$ cat src/hdl/cdeq_pkg.sv
// Package for the circular double-ended queue.
// Holds the widths, request and status codes and the cell command type.
// No dependencies.
`default_nettype none

package cdeq_pkg;

    localparam int DEPTH_DEFAULT = 16;
    localparam int DATA_W = 32;
    localparam int MODE_W = 3;
    localparam int STATUS_W = 2;
    localparam int COUNT_W_DEFAULT = $clog2(DEPTH_DEFAULT + 1);

    typedef enum logic [MODE_W-1:0] {
        MODE_PUSH_FRONT = 3'd0,
        MODE_PUSH_BACK  = 3'd1,
        MODE_POP_FRONT  = 3'd2,
        MODE_POP_BACK   = 3'd3,
        MODE_PEEK_FRONT = 3'd4,
        MODE_PEEK_BACK  = 3'd5
    } mode_t;

    typedef enum logic [STATUS_W-1:0] {
        ST_OK    = 2'd0,
        ST_FULL  = 2'd1,
        ST_EMPTY = 2'd2
    } status_t;

    typedef struct packed {
        logic                     shift_up;
        logic                     shift_down;
        logic                     append;
        logic signed [DATA_W-1:0] value;
    } cell_cmd_t;

endpackage

`default_nettype wire

$ cat src/hdl/cdeq_if.sv
// Request and response channel interfaces of the double-ended queue.
// Depends on cdeq_pkg.
`default_nettype none

interface cdeq_req_if;
    logic                               valid;
    logic                               ready;
    logic [cdeq_pkg::MODE_W-1:0]        mode;
    logic signed [cdeq_pkg::DATA_W-1:0] item_value;

    modport source (output valid, output mode, output item_value, input ready);
    modport sink (input valid, input mode, input item_value, output ready);
endinterface

interface cdeq_rsp_if #(
    parameter int CountWidth = cdeq_pkg::COUNT_W_DEFAULT
);
    logic                               valid;
    logic                               ready;
    logic signed [cdeq_pkg::DATA_W-1:0] read_value;
    logic [cdeq_pkg::STATUS_W-1:0]      status;
    logic [CountWidth-1:0]              entry_count;

    modport source (output valid, output read_value, output status, output entry_count,
                    input ready);
    modport sink (input valid, input read_value, input status, input entry_count,
                  output ready);
endinterface

`default_nettype wire

$ cat src/hdl/cdeq_cell.sv
// One storage cell of the queue chain, holding a single entry.
// Depends on cdeq_pkg; instantiated by circular_double_ended_queue.
`default_nettype none

module cdeq_cell #(
    parameter int CountWidth = cdeq_pkg::COUNT_W_DEFAULT,
    parameter int Index      = 0
) (
    input  wire logic                               clk,
    input  wire cdeq_pkg::cell_cmd_t                cmd,
    input  wire logic [CountWidth-1:0]              count,
    input  wire logic signed [cdeq_pkg::DATA_W-1:0] prev_data,
    input  wire logic signed [cdeq_pkg::DATA_W-1:0] next_data,
    output logic signed [cdeq_pkg::DATA_W-1:0]      data
);

    localparam logic [CountWidth-1:0] MyIndex = CountWidth'(Index);

    logic signed [cdeq_pkg::DATA_W-1:0] data_reg;
    logic signed [cdeq_pkg::DATA_W-1:0] data_next;

    // The front of the queue sits in cell zero; entries move up on a push at the
    // front and down on a pop at the front.
    always_comb
    begin
        data_next = data_reg;
        if (cmd.shift_up)
        begin
            data_next = prev_data;
        end
        else if (cmd.shift_down)
        begin
            data_next = next_data;
        end
        else if (cmd.append && (count == MyIndex))
        begin
            data_next = cmd.value;
        end
    end

    always_ff @(posedge clk)
    begin
        data_reg <= data_next;
    end

    assign data = data_reg;

endmodule

`default_nettype wire

$ cat src/hdl/circular_double_ended_queue.sv
// Double-ended queue built as a chain of storage cells with front at cell zero.
// The result is registered and appears in the cycle after the request is accepted.
// Throughput: one request per cycle while results drain; no op needs two cell updates.
// A request is taken whenever the result register is empty or being emptied.
// Reset empties the queue and the result register; entry contents are not cleared.
// Depends on cdeq_pkg, cdeq_if and cdeq_cell.
`default_nettype none

module circular_double_ended_queue #(
    parameter int Depth      = cdeq_pkg::DEPTH_DEFAULT,
    parameter int CountWidth = $clog2(Depth + 1)
) (
    input  wire logic clk,
    input  wire logic rst_n,
    cdeq_req_if.sink  req,
    cdeq_rsp_if.source rsp
);

    localparam logic [CountWidth-1:0] FullCount = CountWidth'(Depth);

    logic signed [cdeq_pkg::DATA_W-1:0] cell_data [Depth];
    cdeq_pkg::cell_cmd_t                cmd;

    logic [CountWidth-1:0]              count_reg;
    logic [CountWidth-1:0]              count_next;
    logic                               out_valid_reg;
    logic signed [cdeq_pkg::DATA_W-1:0] read_reg;
    logic signed [cdeq_pkg::DATA_W-1:0] read_next;
    cdeq_pkg::status_t                  status_reg;
    cdeq_pkg::status_t                  status_next;
    logic [CountWidth-1:0]              out_count_reg;

    logic                               accept;
    logic                               is_empty;
    logic                               is_full;
    logic signed [cdeq_pkg::DATA_W-1:0] back_value;

    assign req.ready = !out_valid_reg || rsp.ready;
    assign accept    = req.valid && req.ready;
    assign is_empty  = (count_reg == '0);
    assign is_full   = (count_reg == FullCount);

    for (genvar i = 0; i < Depth; i++)
    begin : g_cell
        logic signed [cdeq_pkg::DATA_W-1:0] prev_d;
        logic signed [cdeq_pkg::DATA_W-1:0] next_d;

        if (i == 0)
        begin : g_first
            assign prev_d = cmd.value;
        end
        else
        begin : g_inner
            assign prev_d = cell_data[i-1];
        end

        if (i == Depth - 1)
        begin : g_last
            assign next_d = cell_data[i];
        end
        else
        begin : g_notlast
            assign next_d = cell_data[i+1];
        end

        cdeq_cell #(
            .CountWidth (CountWidth),
            .Index      (i)
        ) u_cell (
            .clk       (clk),
            .cmd       (cmd),
            .count     (count_reg),
            .prev_data (prev_d),
            .next_data (next_d),
            .data      (cell_data[i])
        );
    end

    // The back entry lives in the cell just below the occupancy count.
    always_comb
    begin
        back_value = '0;
        for (int i = 0; i < Depth; i++)
        begin
            if (count_reg == CountWidth'(i + 1))
            begin
                back_value = back_value | cell_data[i];
            end
        end
    end

    always_comb
    begin
        cmd            = '0;
        cmd.value      = req.item_value;
        count_next     = count_reg;
        read_next      = '0;
        status_next    = cdeq_pkg::ST_OK;
        if (accept)
        begin
            case (cdeq_pkg::mode_t'(req.mode))
                cdeq_pkg::MODE_PUSH_FRONT:
                begin
                    if (is_full)
                    begin
                        status_next = cdeq_pkg::ST_FULL;
                    end
                    else
                    begin
                        cmd.shift_up = 1'b1;
                        count_next   = count_reg + 1'b1;
                    end
                end
                cdeq_pkg::MODE_PUSH_BACK:
                begin
                    if (is_full)
                    begin
                        status_next = cdeq_pkg::ST_FULL;
                    end
                    else
                    begin
                        cmd.append = 1'b1;
                        count_next = count_reg + 1'b1;
                    end
                end
                cdeq_pkg::MODE_POP_FRONT:
                begin
                    if (is_empty)
                    begin
                        status_next = cdeq_pkg::ST_EMPTY;
                    end
                    else
                    begin
                        read_next      = cell_data[0];
                        cmd.shift_down = 1'b1;
                        count_next     = count_reg - 1'b1;
                    end
                end
                cdeq_pkg::MODE_POP_BACK:
                begin
                    if (is_empty)
                    begin
                        status_next = cdeq_pkg::ST_EMPTY;
                    end
                    else
                    begin
                        read_next  = back_value;
                        count_next = count_reg - 1'b1;
                    end
                end
                cdeq_pkg::MODE_PEEK_FRONT:
                begin
                    if (is_empty)
                    begin
                        status_next = cdeq_pkg::ST_EMPTY;
                    end
                    else
                    begin
                        read_next = cell_data[0];
                    end
                end
                cdeq_pkg::MODE_PEEK_BACK:
                begin
                    if (is_empty)
                    begin
                        status_next = cdeq_pkg::ST_EMPTY;
                    end
                    else
                    begin
                        read_next = back_value;
                    end
                end
                default:
                begin
                    status_next = cdeq_pkg::ST_OK;
                end
            endcase
        end
    end

    always_ff @(posedge clk or negedge rst_n)
    begin
        if (!rst_n)
        begin
            count_reg     <= '0;
            out_valid_reg <= 1'b0;
        end
        else
        begin
            count_reg <= count_next;
            if (accept)
            begin
                out_valid_reg <= 1'b1;
            end
            else if (rsp.ready)
            begin
                out_valid_reg <= 1'b0;
            end
        end
    end

    always_ff @(posedge clk)
    begin
        if (accept)
        begin
            read_reg      <= read_next;
            status_reg    <= status_next;
            out_count_reg <= count_next;
        end
    end

    assign rsp.valid       = out_valid_reg;
    assign rsp.read_value  = read_reg;
    assign rsp.status      = status_reg;
    assign rsp.entry_count = out_count_reg;

    a_count_bounded: assert property (@(posedge clk) disable iff (!rst_n)
        count_reg <= FullCount)
        else $error("Occupancy exceeds the queue depth.");

    a_full_status: assert property (@(posedge clk) disable iff (!rst_n)
        (rsp.valid && (rsp.status == cdeq_pkg::ST_FULL)) |-> (rsp.entry_count == FullCount))
        else $error("Full status reported while the queue is not full.");

    a_empty_status: assert property (@(posedge clk) disable iff (!rst_n)
        (rsp.valid && (rsp.status == cdeq_pkg::ST_EMPTY)) |-> (rsp.entry_count == '0))
        else $error("Empty status reported while the queue holds entries.");

    a_count_tracks: assert property (@(posedge clk) disable iff (!rst_n)
        accept |=> (rsp.valid && (rsp.entry_count == count_reg)))
        else $error("Reported occupancy differs from the held count.");

endmodule

`default_nettype wire
$ cat src/flat_wrapper.sv
// flat-port wrapper written by rule: the top's interface ports become plain ports
module circular_double_ended_queue_flat 
#(
    parameter int Depth      = cdeq_pkg::DEPTH_DEFAULT,
    parameter int CountWidth = $clog2(Depth + 1)
)
  (clk, rst_n, req_valid, req_mode, req_item_value, req_ready, rsp_valid, rsp_read_value, rsp_status, rsp_entry_count, rsp_ready);
  cdeq_req_if req_i ();
  cdeq_rsp_if #(.CountWidth(CountWidth)) rsp_i ();
  input  wire logic clk;
  input  wire logic rst_n;
  input wire logic [$bits(req_i.valid)-1:0] req_valid;
  input wire logic [$bits(req_i.mode)-1:0] req_mode;
  input wire logic [$bits(req_i.item_value)-1:0] req_item_value;
  output wire logic [$bits(req_i.ready)-1:0] req_ready;
  output wire logic [$bits(rsp_i.valid)-1:0] rsp_valid;
  output wire logic [$bits(rsp_i.read_value)-1:0] rsp_read_value;
  output wire logic [$bits(rsp_i.status)-1:0] rsp_status;
  output wire logic [$bits(rsp_i.entry_count)-1:0] rsp_entry_count;
  input wire logic [$bits(rsp_i.ready)-1:0] rsp_ready;
  assign req_i.valid = req_valid;
  assign req_i.mode = req_mode;
  assign req_i.item_value = req_item_value;
  assign req_ready = req_i.ready;
  assign rsp_valid = rsp_i.valid;
  assign rsp_read_value = rsp_i.read_value;
  assign rsp_status = rsp_i.status;
  assign rsp_entry_count = rsp_i.entry_count;
  assign rsp_i.ready = rsp_ready;
  circular_double_ended_queue #(.Depth(Depth), .CountWidth(CountWidth)) u_core (.clk(clk), .rst_n(rst_n), .req(req_i), .rsp(rsp_i));
endmodule
$ cat config.mk
export PLATFORM = sky130hd
export DESIGN_NAME = circular_double_ended_queue_flat
export DESIGN_NICKNAME = d
export VERILOG_FILES = /design/src/hdl/cdeq_pkg.sv /design/src/hdl/cdeq_if.sv /design/src/hdl/cdeq_cell.sv /design/src/hdl/circular_double_ended_queue.sv /design/src/flat_wrapper.sv
export SDC_FILE = /design/constraint.sdc
export NUM_CORES = 1
export LEC_CHECK = 0
export ABC_AREA = 1
export BUFFER_PORTS_ARGS = -buffer_cell sky130_fd_sc_hd__buf_4
export CORE_ASPECT_RATIO = 1.75
export CORE_MARGIN = 5
export CORE_UTILIZATION = 35
export CTS_CLUSTER_DIAMETER = 200
export CTS_CLUSTER_SIZE = 8
export DETAILED_ROUTE_END_ITERATION = 6
export MAX_ROUTING_LAYER = met4
export PLACE_DENSITY = 0.62
export SYNTH_ARGS = -nofsm -noshare
export SYNTH_HDL_FRONTEND = slang
export SYNTH_SLANG_ARGS = --single-unit
$ cat constraint.sdc
create_clock -name clk -period 5.9 [get_ports clk]
set_input_delay 0.295 -clock clk [delete_from_list [all_inputs] [get_ports clk]]
set_output_delay 0.295 -clock clk [all_outputs]
set_load 0.02 [all_outputs]
==> Yosys cells after proc, flatten, opt, wreduce, memory -nomap -nowiden <==
Cells that the tools add are included.
{ "classes": {"n_bitwise": 15, "eq_ne": 22, "mux": 82, "addsub": 2, "reduce_logical": 44} }
{ "ops": {"columns": ["cell", "n"], "rows": [
  ["$mux W32", 66],
  ["$or A32 B32 Y32", 15],
  ["$pmux W32 S2", 1],
  ["$reduce_bool A3 Y1", 15],
  ["$eq A5 B4 Y1 const B", 8],
  ["$eq A5 B3 Y1 const B", 4],
  ["$logic_and A1 B1 Y1", 17],
  ["$mux W5", 3],
  ["$eq A5 B2 Y1 const B", 2],
  ["$pmux W5 S2", 1],
  ["$mux W1", 8],
  ["$reduce_or A2 Y1", 4],
  ["$eq A3 B2 Y1 const B", 2],
  ["$eq A3 B3 Y1 const B", 2],
  ["$add A5 B1 Y5 const B", 1],
  ["$eq A5 B1 Y1 const B", 1],
  ["$eq A5 B5 Y1 const B", 1],
  ["$logic_not A5 Y1", 1],
  ["$sub A5 B1 Y5 const B", 1],
  ["$pmux W2 S2", 1],
  ["$reduce_bool A2 Y1", 2],
  ["$reduce_or A4 Y1", 1],
  ["$eq A3 B1 Y1 const B", 1],
  ["$logic_not A3 Y1", 1],
  ["other kinds (6)", 6]
]} }
{ "totals": {"reg_bits": 557, "output_inout_bits": 41, "elab_cells": 186} }

==> Longest topological paths before layout <==
Gate-level depths: netlist (run 1).
{ "depth": {"ltp_word": 34, "ltp_mapped": 13} }

==> Modules after synthesis <==
Synthesis (run 1) repeated with hierarchy kept, for this count alone.
{ "hier_totals": {"cells_unflattened": 5766, "hier_area_um2": 39263.9} }
{ "modules_own_cells": {"columns": ["mod", "n_inst", "cells_per_inst", "area_each_um2"], "rows": [
  ["cdeq_cell (u_core.g_cell[10].u_cell ...)", 10, 280, 2037.0],
  ["circular_double_ended_queue", 1, 1286, 6672.6],
  ["cdeq_cell (u_core.g_cell[13].u_cell ...)", 3, 281, 2040.7],
  ["cdeq_cell (u_core.g_cell[0].u_cell ...)", 3, 279, 2033.2]
]} }

==> Worst setup path before layout (run 1) <==
Ideal clock, no wire load.
{ "synth_path": {"path_kind": "register to register", "start": "reg u_core.out_valid_reg (netlist: u_core.rsp.valid)", "end": "reg u_core.g_cell[10].u_cell.data_reg (netlist bit u_core.g_cell[10].u_cell.data[0]), enable pin", "period_less_slack_ps": 5272, "required_time_ps": 5430, "arrival_time_ps": 4801, "path_buffers": 1, "path_slack_ps": 628, "path_stages_with_launch": 7, "path_cell_list": "dfrtp_1 nand2_1 nand2_2 inv_1 nand4_1 clkbuf_1 o31ai_1"} }
{ "synth_between": {"elab_chain_cells": 6} }
{ "synth_lines": {"columns": ["item", "line", "text"], "rows": [
  ["start: declaration", "circular_double_ended_queue.sv:26", "logic out_valid_reg;"],
  ["start signal: assignment", "circular_double_ended_queue.sv:186", "out_valid_reg <= 1'b0;"],
  ["start signal: assignment", "circular_double_ended_queue.sv:193", "out_valid_reg <= 1'b1;"],
  ["start signal: assignment", "circular_double_ended_queue.sv:197", "out_valid_reg <= 1'b0;"],
  ["$logic_not A1 Y1 *", "circular_double_ended_queue.sv:38", "assign req.ready = !out_valid_reg || rsp.ready;"],
  ["$logic_or A1 B1 Y1 *", "circular_double_ended_queue.sv:38", null],
  ["net req_ready", "flat_wrapper.sv:15", "output wire logic [$bits(req_i.ready)-1:0] req_ready;"],
  ["$logic_and A1 B1 Y1 *", "circular_double_ended_queue.sv:39", "assign accept = req.valid && req.ready;"],
  ["net u_core.accept", "circular_double_ended_queue.sv:33", "logic accept;"],
  ["$mux W3 *", "circular_double_ended_queue.sv:99", "if (accept)"],
  ["$logic_and A1 B1 Y1", "cdeq_cell.sv:35", "else if (cmd.append && (count == MyIndex))"],
  ["$reduce_bool A3 Y1 (no source line) *", null, null],
  ["end signal: assignment", "cdeq_cell.sv:43", "data_reg <= data_next;"],
  ["end: declaration", "cdeq_cell.sv:19", "logic signed [cdeq_pkg::DATA_W-1:0] data_reg;"]
]} }
Mark *: on every way through the listed nets, which the timed path passes. The rest lies on a longest branch.
A chain may end at the register's enable or synchronous reset.

==> Final worst setup path (run 1) <==
{ "layout_path": {"start": "reg u_core.count_reg[0]", "end": "reg u_core.g_cell[7].u_cell.data_reg (netlist bit u_core.g_cell[7].u_cell.data[20]), data pin"} }
{ "layout_between": {"elab_chain_cells": 6, "elab_cells_between_ends": 9, "classes_between": "eq/ne: 1; mux: 7; reduce/logical: 1"} }
{ "layout_lines": {"columns": ["item", "line", "text"], "rows": [
  ["start: declaration", "circular_double_ended_queue.sv:24", "logic [CountWidth-1:0] count_reg;"],
  ["start signal: assignment", "circular_double_ended_queue.sv:190", "count_reg <= count_next;"],
  ["$logic_not A5 Y1", "circular_double_ended_queue.sv:40", "assign is_empty = (count_reg == '0);"],
  ["$mux W1", "circular_double_ended_queue.sv:128", "if (is_empty)"],
  ["$mux W1", "circular_double_ended_queue.sv:101", "case (cdeq_pkg::mode_t'(req.mode))"],
  ["$mux W3 *", "circular_double_ended_queue.sv:99", null],
  ["$mux W32", "cdeq_cell.sv:31", "else if (cmd.shift_down)"],
  ["$mux W32 *", "cdeq_cell.sv:27", "if (cmd.shift_up)"],
  ["net u_core.g_cell[7].u_cell.data_next, one bit", "cdeq_cell.sv:20", "logic signed [cdeq_pkg::DATA_W-1:0] data_next;"],
  ["end signal: assignment", "cdeq_cell.sv:43", null],
  ["end: declaration", "cdeq_cell.sv:19", null]
]} }
Marked as above.

==> results of run 1 <==
==> layer usage <==
layer	vias to the layer above	global-route usage, %	routed length (um)
li1	11900	-	-
met1	12600	26.3	38900
met2	1368	37.4	50500
met3	272	3.34	8170
met4	0	10.8	5260
met5	-	-	0
==> layout make-up <==
class,count,area [sq um]
clock buffer,86,2020
tap,1072,1340
inverter,24,97.6
timing repair buffer,166,1360
antenna,2,5.00
clock inverter,5,47.5
sequential,557,16700
fill,8333,50700
multi-input combinational,2716,11800
==> worst max path at each step <==
stage	endpoint	slack, ns	cells past startpoint
after floorplan	u_core.g_cell[10].u_cell.data[0]	0.63	6
after global placement	u_core.g_cell[7].u_cell.data[17]	2.04	11
after global routing	u_core.g_cell[6].u_cell.data[22]	1.62	11
final	u_core.g_cell[7].u_cell.data[20]	1.82	11
after detailed placement	u_core.g_cell[7].u_cell.data[19]	1.99	11
after CTS	u_core.g_cell[8].u_cell.data[19]	1.96	11
==> power by group through the flow <==
stage	clock (mW)	sequential, mW	combinational (mW)
2_1_floorplan	0	4.86	1.22
3_3_place_gp	0	4.87	2.10
3_5_place_dp	0	4.87	2.11
4_1_cts	4.17	4.79	2.14
5_1_grt	4.32	4.81	2.31
6_report	4.11	4.80	2.16
==> cell families (layout without fill, tap and decap cells) <==
kind of cell / count (synthesis) / in the layout / share of synthesized area [%]
buf+inv: 273 / 281 / 4.34
xor+xnor: 4 / 4 / 0.119
simple gates: 2648 / 2648 / 37.6
flops: 557 / 557 / 56.6
compound gates: 58 / 58 / 1.12
other cells: 0 / 2 / 0
fa+ha+maj: 6 / 6 / 0.254
==> cell usage in the layout (no fill, tap or decap), types with 5 or more instances in the layout <==
cell and count:
nand2_1 1662, nand3_1 807, edfxtp_1 551, nor2_1 135, buf_4 131, clkbuf_16 80
o21ai_0 34, dlygate4sd3_1 32, nand2_2 21, inv_1 18, nor2_4 14, o31ai_4 14
a21oi_1 6, clkbuf_1 6, dfrtp_1 6, inv_2 5, ha_1 5
==> critical path, cell delays in order (launching register included) <==
cell and delay, ns:
dfrtp_1 0.40, inv_1 0.14, ha_1 0.26, nand2_1 0.09
inv_2 0.05, nand2_2 0.12, nand4_4 0.16, inv_8 0.51
buf_4 0.93, buf_4 0.76, nand2_1 0.13, nand3_1 0.12
==> repair_timing <==
action	4_1_cts	5_1_grt
hold buffers	32	0
endpoints found under the setup margin	0	0
hold endpoints to repair	61	0
==> flow_summary.ini, run 1 <==
[outcome]
status = finished with violations
violations = DRC

[detailed_routing]
via_count = 26100
avgRoutedWirePerCell_um = 22.2
drt-initial-drc-count = 3219
firstDrtPassIters = 7
wirelength_mm = 103
vias_per_cell = 5.63
drc_errors = 3
ant_nets = 0

[setup_path]
cp.required_ns = 6.38
r2r-start = u_core.count_reg[0]
worst-path-max-fanout = 135
cp.arrival_ns = 4.56
ff2ff_setup_slack_ns = 1.82
startpoint = u_core.count_reg[0]
ff2ff_path_depth = 11
setup.worst_path.end_class = flop
criticalPathCategory = flop to flop
rr_endpoint = u_core.g_cell[7].u_cell.data[20]
start_kind = flop

[synthesis]
yosys-top-cells-count = 1,662 x nand2_1, 807 x nand3_1, 551 x edfxtp_1
ys_ff_latch = 557
yosysWarnings = 0
synth.largest_area_cell = edfxtp_1
syn_inst = 3546
ys_seq_area_share_pct = 56.6
syn-num-nets = 3591
yosysMostFrequentCell = nand2_1
synthDistinctLibCells = 30
synthTopCellsByArea = edfxtp_1 56%, nand2_1 21%, nand3_1 14%, nor2_1 1.8%, buf_2 1.4%
avgSynthCellArea_sq_um = 8.32
synth_edf_count = 551
synth.top_cell.area_share_pct = 56.1
async_reset_ff_share_pct = 1.08
synth_flop_cell = edfxtp_1
synth_area_sq_um = 29500

[cts]
cts_tree = done
cts_resized = 0
clock-sinks = 557
numCtsBuffers = 79
clkTransAtPathRegs_ns = 0.05
post_cts_buffers = 0
clock_tree.root_cell = clkbuf_16
h-tree-depth = 3
insertion_delay_ns = 0.64
clockBufferDepth = 3

[power_and_ir_drop]
switchingPower_mw = 3.55
peakVddDrop_mv = 0.211
clkPwrFrac_pct = 37.1
pwr-share-comb_pct = 19.5
p_leak_nw = 12.9
switching_share_pct = 32.0
p_int_mw = 7.53
p_total_mw = 11.1
power_density_nw_per_um2 = 331
seqPwrFrac_pct = 43.3

[timing]
skew_ns = 0.0236
slew_headroom_pct = 17.0
max_freq_mhz = 245
hold_viol_final = 0
finalSetupViolCount = 0
fin_crit_sh_pct = 69.1
worst_slack_ns = 1.82
hold-worst-slack_ns = 0.0263
grt_setup_unrepaired = no
drv_slew = 0
min_period_ns = 4.08
tightestPinTransition_ns = 1.25
tns_ns = 0

[placement]
gp_congestion = 0.835
dpl_cell_area_sq_um = 31000
place_hpwl_mm = 57.8
io_buffers = 79
dp.cells = 4503
place_ws_ns = 1.99

[die]
row_count = 141
die_h_um = 394
io_pins = 80
start_util_pct = 35.1
dieArea_sq_um = 90500
core_area_sq_um = 84200
die_x_um = 230

[final_layout]
final_nets = 3589
fin_cells = 4628
syn_to_final_growth_pct = 13.2
largest_reg_flops = 512
finalInstanceArea_sq_um = 33400
layout-drive-gt1-share_pct = 7.99
finish.utilization_pct = 39.7

[grt]
grt_overflow = 0
grtUsageTotal_pct = 22.3
grt_pass1_vias = 25100
antenna_found_initial = 2
grt_pass1_wl_mm = 153
grt_max_degree = 177

[hold_path]
whs_path_depth = 3
hp-class = input port to flop
min_to = u_core.g_cell[0].u_cell.data[7]
hp-start = req_item_value[7]

[flow_run]
cap_viol_max_count = 0
Power figures use the tool's default switching activity.
==> run 2, diff against run 1 <==
PLACE_DENSITY = 0.64   (was 0.62)
clock period = 3.6 ns   (was 5.9 ns; I/O delays follow)
==> flow_summary.ini, run 2 (same netlist as run 1, synthesis figures left out) <==
[power_and_ir_drop]
clkPwrFrac_pct = 37.4
power_density_nw_per_um2 = 544
switching_share_pct = 32.3
peakVddDrop_mv = 0.316
seqPwrFrac_pct = 42.8
switchingPower_mw = 5.94
pwr-share-comb_pct = 19.8
p_leak_nw = 13.1
p_int_mw = 12.5

[placement]
place_hpwl_mm = 59.0
io_buffers = 79
place_ws_ns = 0.186
gp_congestion = 0.862

[cts]
cts_tree = done
clock-sinks = 557
insertion_delay_ns = 0.65
clockBufferDepth = 3
numCtsBuffers = 79
clkTransAtPathRegs_ns = 0.05
h-tree-depth = 3
clock_tree.root_cell = clkbuf_16

[timing]
tightestPinTransition_ns = 1.32
min_period_ns = 3.47
worst_slack_ns = 0.133
skew_ns = 0.0284
slew_headroom_pct = 11.7
finalSetupViolCount = 0
drv_slew = 0
fin_crit_sh_pct = 96.3
hold_viol_final = 0
grt_setup_unrepaired = no
max_freq_mhz = 288
tns_ns = 0

[setup_path]
start_kind = flop
ff2ff_setup_slack_ns = 0.13
worst-path-max-fanout = 210
cp.arrival_ns = 3.96
ff2ff_path_depth = 11
setup.worst_path.end_class = flop
rr_endpoint = u_core.g_cell[10].u_cell.data[21]
r2r-start = u_core.count_reg[0]
criticalPathCategory = flop to flop
cp.required_ns = 4.09

[final_layout]
layout_common_cells = 1,661 x nand2_1, 807 x nand3_1, 551 x edfxtp_1
final_nets = 3615
largest_reg_flops = 512
layout-drive-gt1-share_pct = 8.58
final_common_cell = nand2_1
syn_to_final_growth_pct = 14.6
finish.utilization_pct = 40.2

[die]
die_h_um = 394
io_pins = 80
start_util_pct = 35.1
core_area_sq_um = 84200
row_count = 141
die_x_um = 230
dieArea_sq_um = 90500

[grt]
grtUsageMet1_pct = 26.6
globalRouteMet2Util_pct = 38.1
grt_pass1_wl_mm = 155
grt.busiest_layer = met2
grt_overflow = 0
antenna_found_initial = 2
grt_max_degree = 211
grt_pass1_vias = 25400
grtUsageTotal_pct = 22.6
grt_use_met3_pct = 3.23

[detailed_routing]
drc_errors = 0
ant_nets = 0
firstDrtPassIters = 6
wirelength_mm = 105
avgRoutedWirePerCell_um = 22.5
via_count = 26400
drt-initial-drc-count = 3440
vias_per_cell = 5.66

[hold_path]
min_to = u_core.rsp.status[0]
hp-class = input port to flop
whs_path_depth = 4
hp-start = req_mode[1]

[flow_run]
cap_viol_max_count = 0

[outcome]
status = complete, no violations
-- run 2: cell count changes in the layout (fill, tap and decap cells not counted), moves of 2 or more --
| cell | previous run | this run |
|---|---|---|
| buf_12 | 3 | 12 |
| buf_4 | 131 | 139 |
| clkbuf_1 | 6 | 13 |
| dlygate4sd3_1 | 32 | 37 |
| clkinv_8 | 1 | 5 |
| buf_6 | 0 | 3 |
| inv_6 | 3 | 1 |
-- run 2: how the worst max path moves through the flow --
stage	from	endpoint	slack, ns	depth (start not counted)
floorplan	u_core.rsp.valid	u_core.g_cell[10].u_cell.data[0]	0.02	6
global placement	u_core.count_reg[0]	u_core.g_cell[8].u_cell.data[12]	0.23	11
detailed placement	u_core.count_reg[0]	u_core.g_cell[10].u_cell.data[6]	0.19	11
CTS	u_core.count_reg[0]	u_core.g_cell[10].u_cell.data[31]	0.17	11
global route	u_core.count_reg[0]	u_core.g_cell[2].u_cell.data[6]	0.03	11
finish	u_core.count_reg[0]	u_core.g_cell[10].u_cell.data[21]	0.13	11
-- run 2: through the flow --
step	hold slack, ns	instance area (sq um)	power, mW	instances
after floorplan	-0.116	29700	10.0	3546
after global placement	-0.00171	31300	11.5	4523
after detailed placement	-0.000820	31300	11.5	4523
after CTS	0.0183	33800	18.4	4660
after global routing	0.0839	33800	19.0	4663
final	0.0535	33800	18.4	4663
-- run 2: critical path: stages, from the launching register on --
cell and delay [ns]:
dfrtp_1 0.39, inv_1 0.14, ha_1 0.26, inv_1 0.10, nor2_4 0.05, nand2_4 0.08, nand2_2 0.07, nor3_4 0.34
buf_6 0.59, buf_12 0.54, nand2_1 0.20, nand3_1 0.16
-- run 2: power groups by stage --
stage / combinational [mW] / clock, mW / sequential [mW]
after floorplan: 2.07 / 0 / 7.96
after global placement: 3.51 / 0 / 8.00
after detailed placement: 3.53 / 0 / 8.00
after CTS: 3.58 / 6.97 / 7.88
after global routing: 3.86 / 7.20 / 7.91
final: 3.65 / 6.89 / 7.89
-- run 2: area by class of cell --
| type | instances | area [sq um] |
|---|---|---|
| clock buffers | 93 | 2050 |
| repair buffers | 191 | 1690 |
| clock inverters | 7 | 95.1 |
| fillers | 8302 | 50300 |
| inverters | 24 | 101 |
| well taps | 1072 | 1340 |
| diodes | 2 | 5.00 |
| flip-flops and latches | 557 | 16700 |
| multi-input cells | 2717 | 11900 |
-- run 2: metal layers --
layer	share of wire (%)	vias up
met1	37	12700
met2	49	1472
met4	5.3	0
met5	0	-
met3	8.2	324
li1	-	11900
-- run 2: what timing repair did --
action	4_1_cts	5_1_grt
hold buffers	37	0
endpoints found under the setup margin	0	270
buffers inserted	0	0
endpoints found under the hold margin	96	0
gates resized for setup	0	3
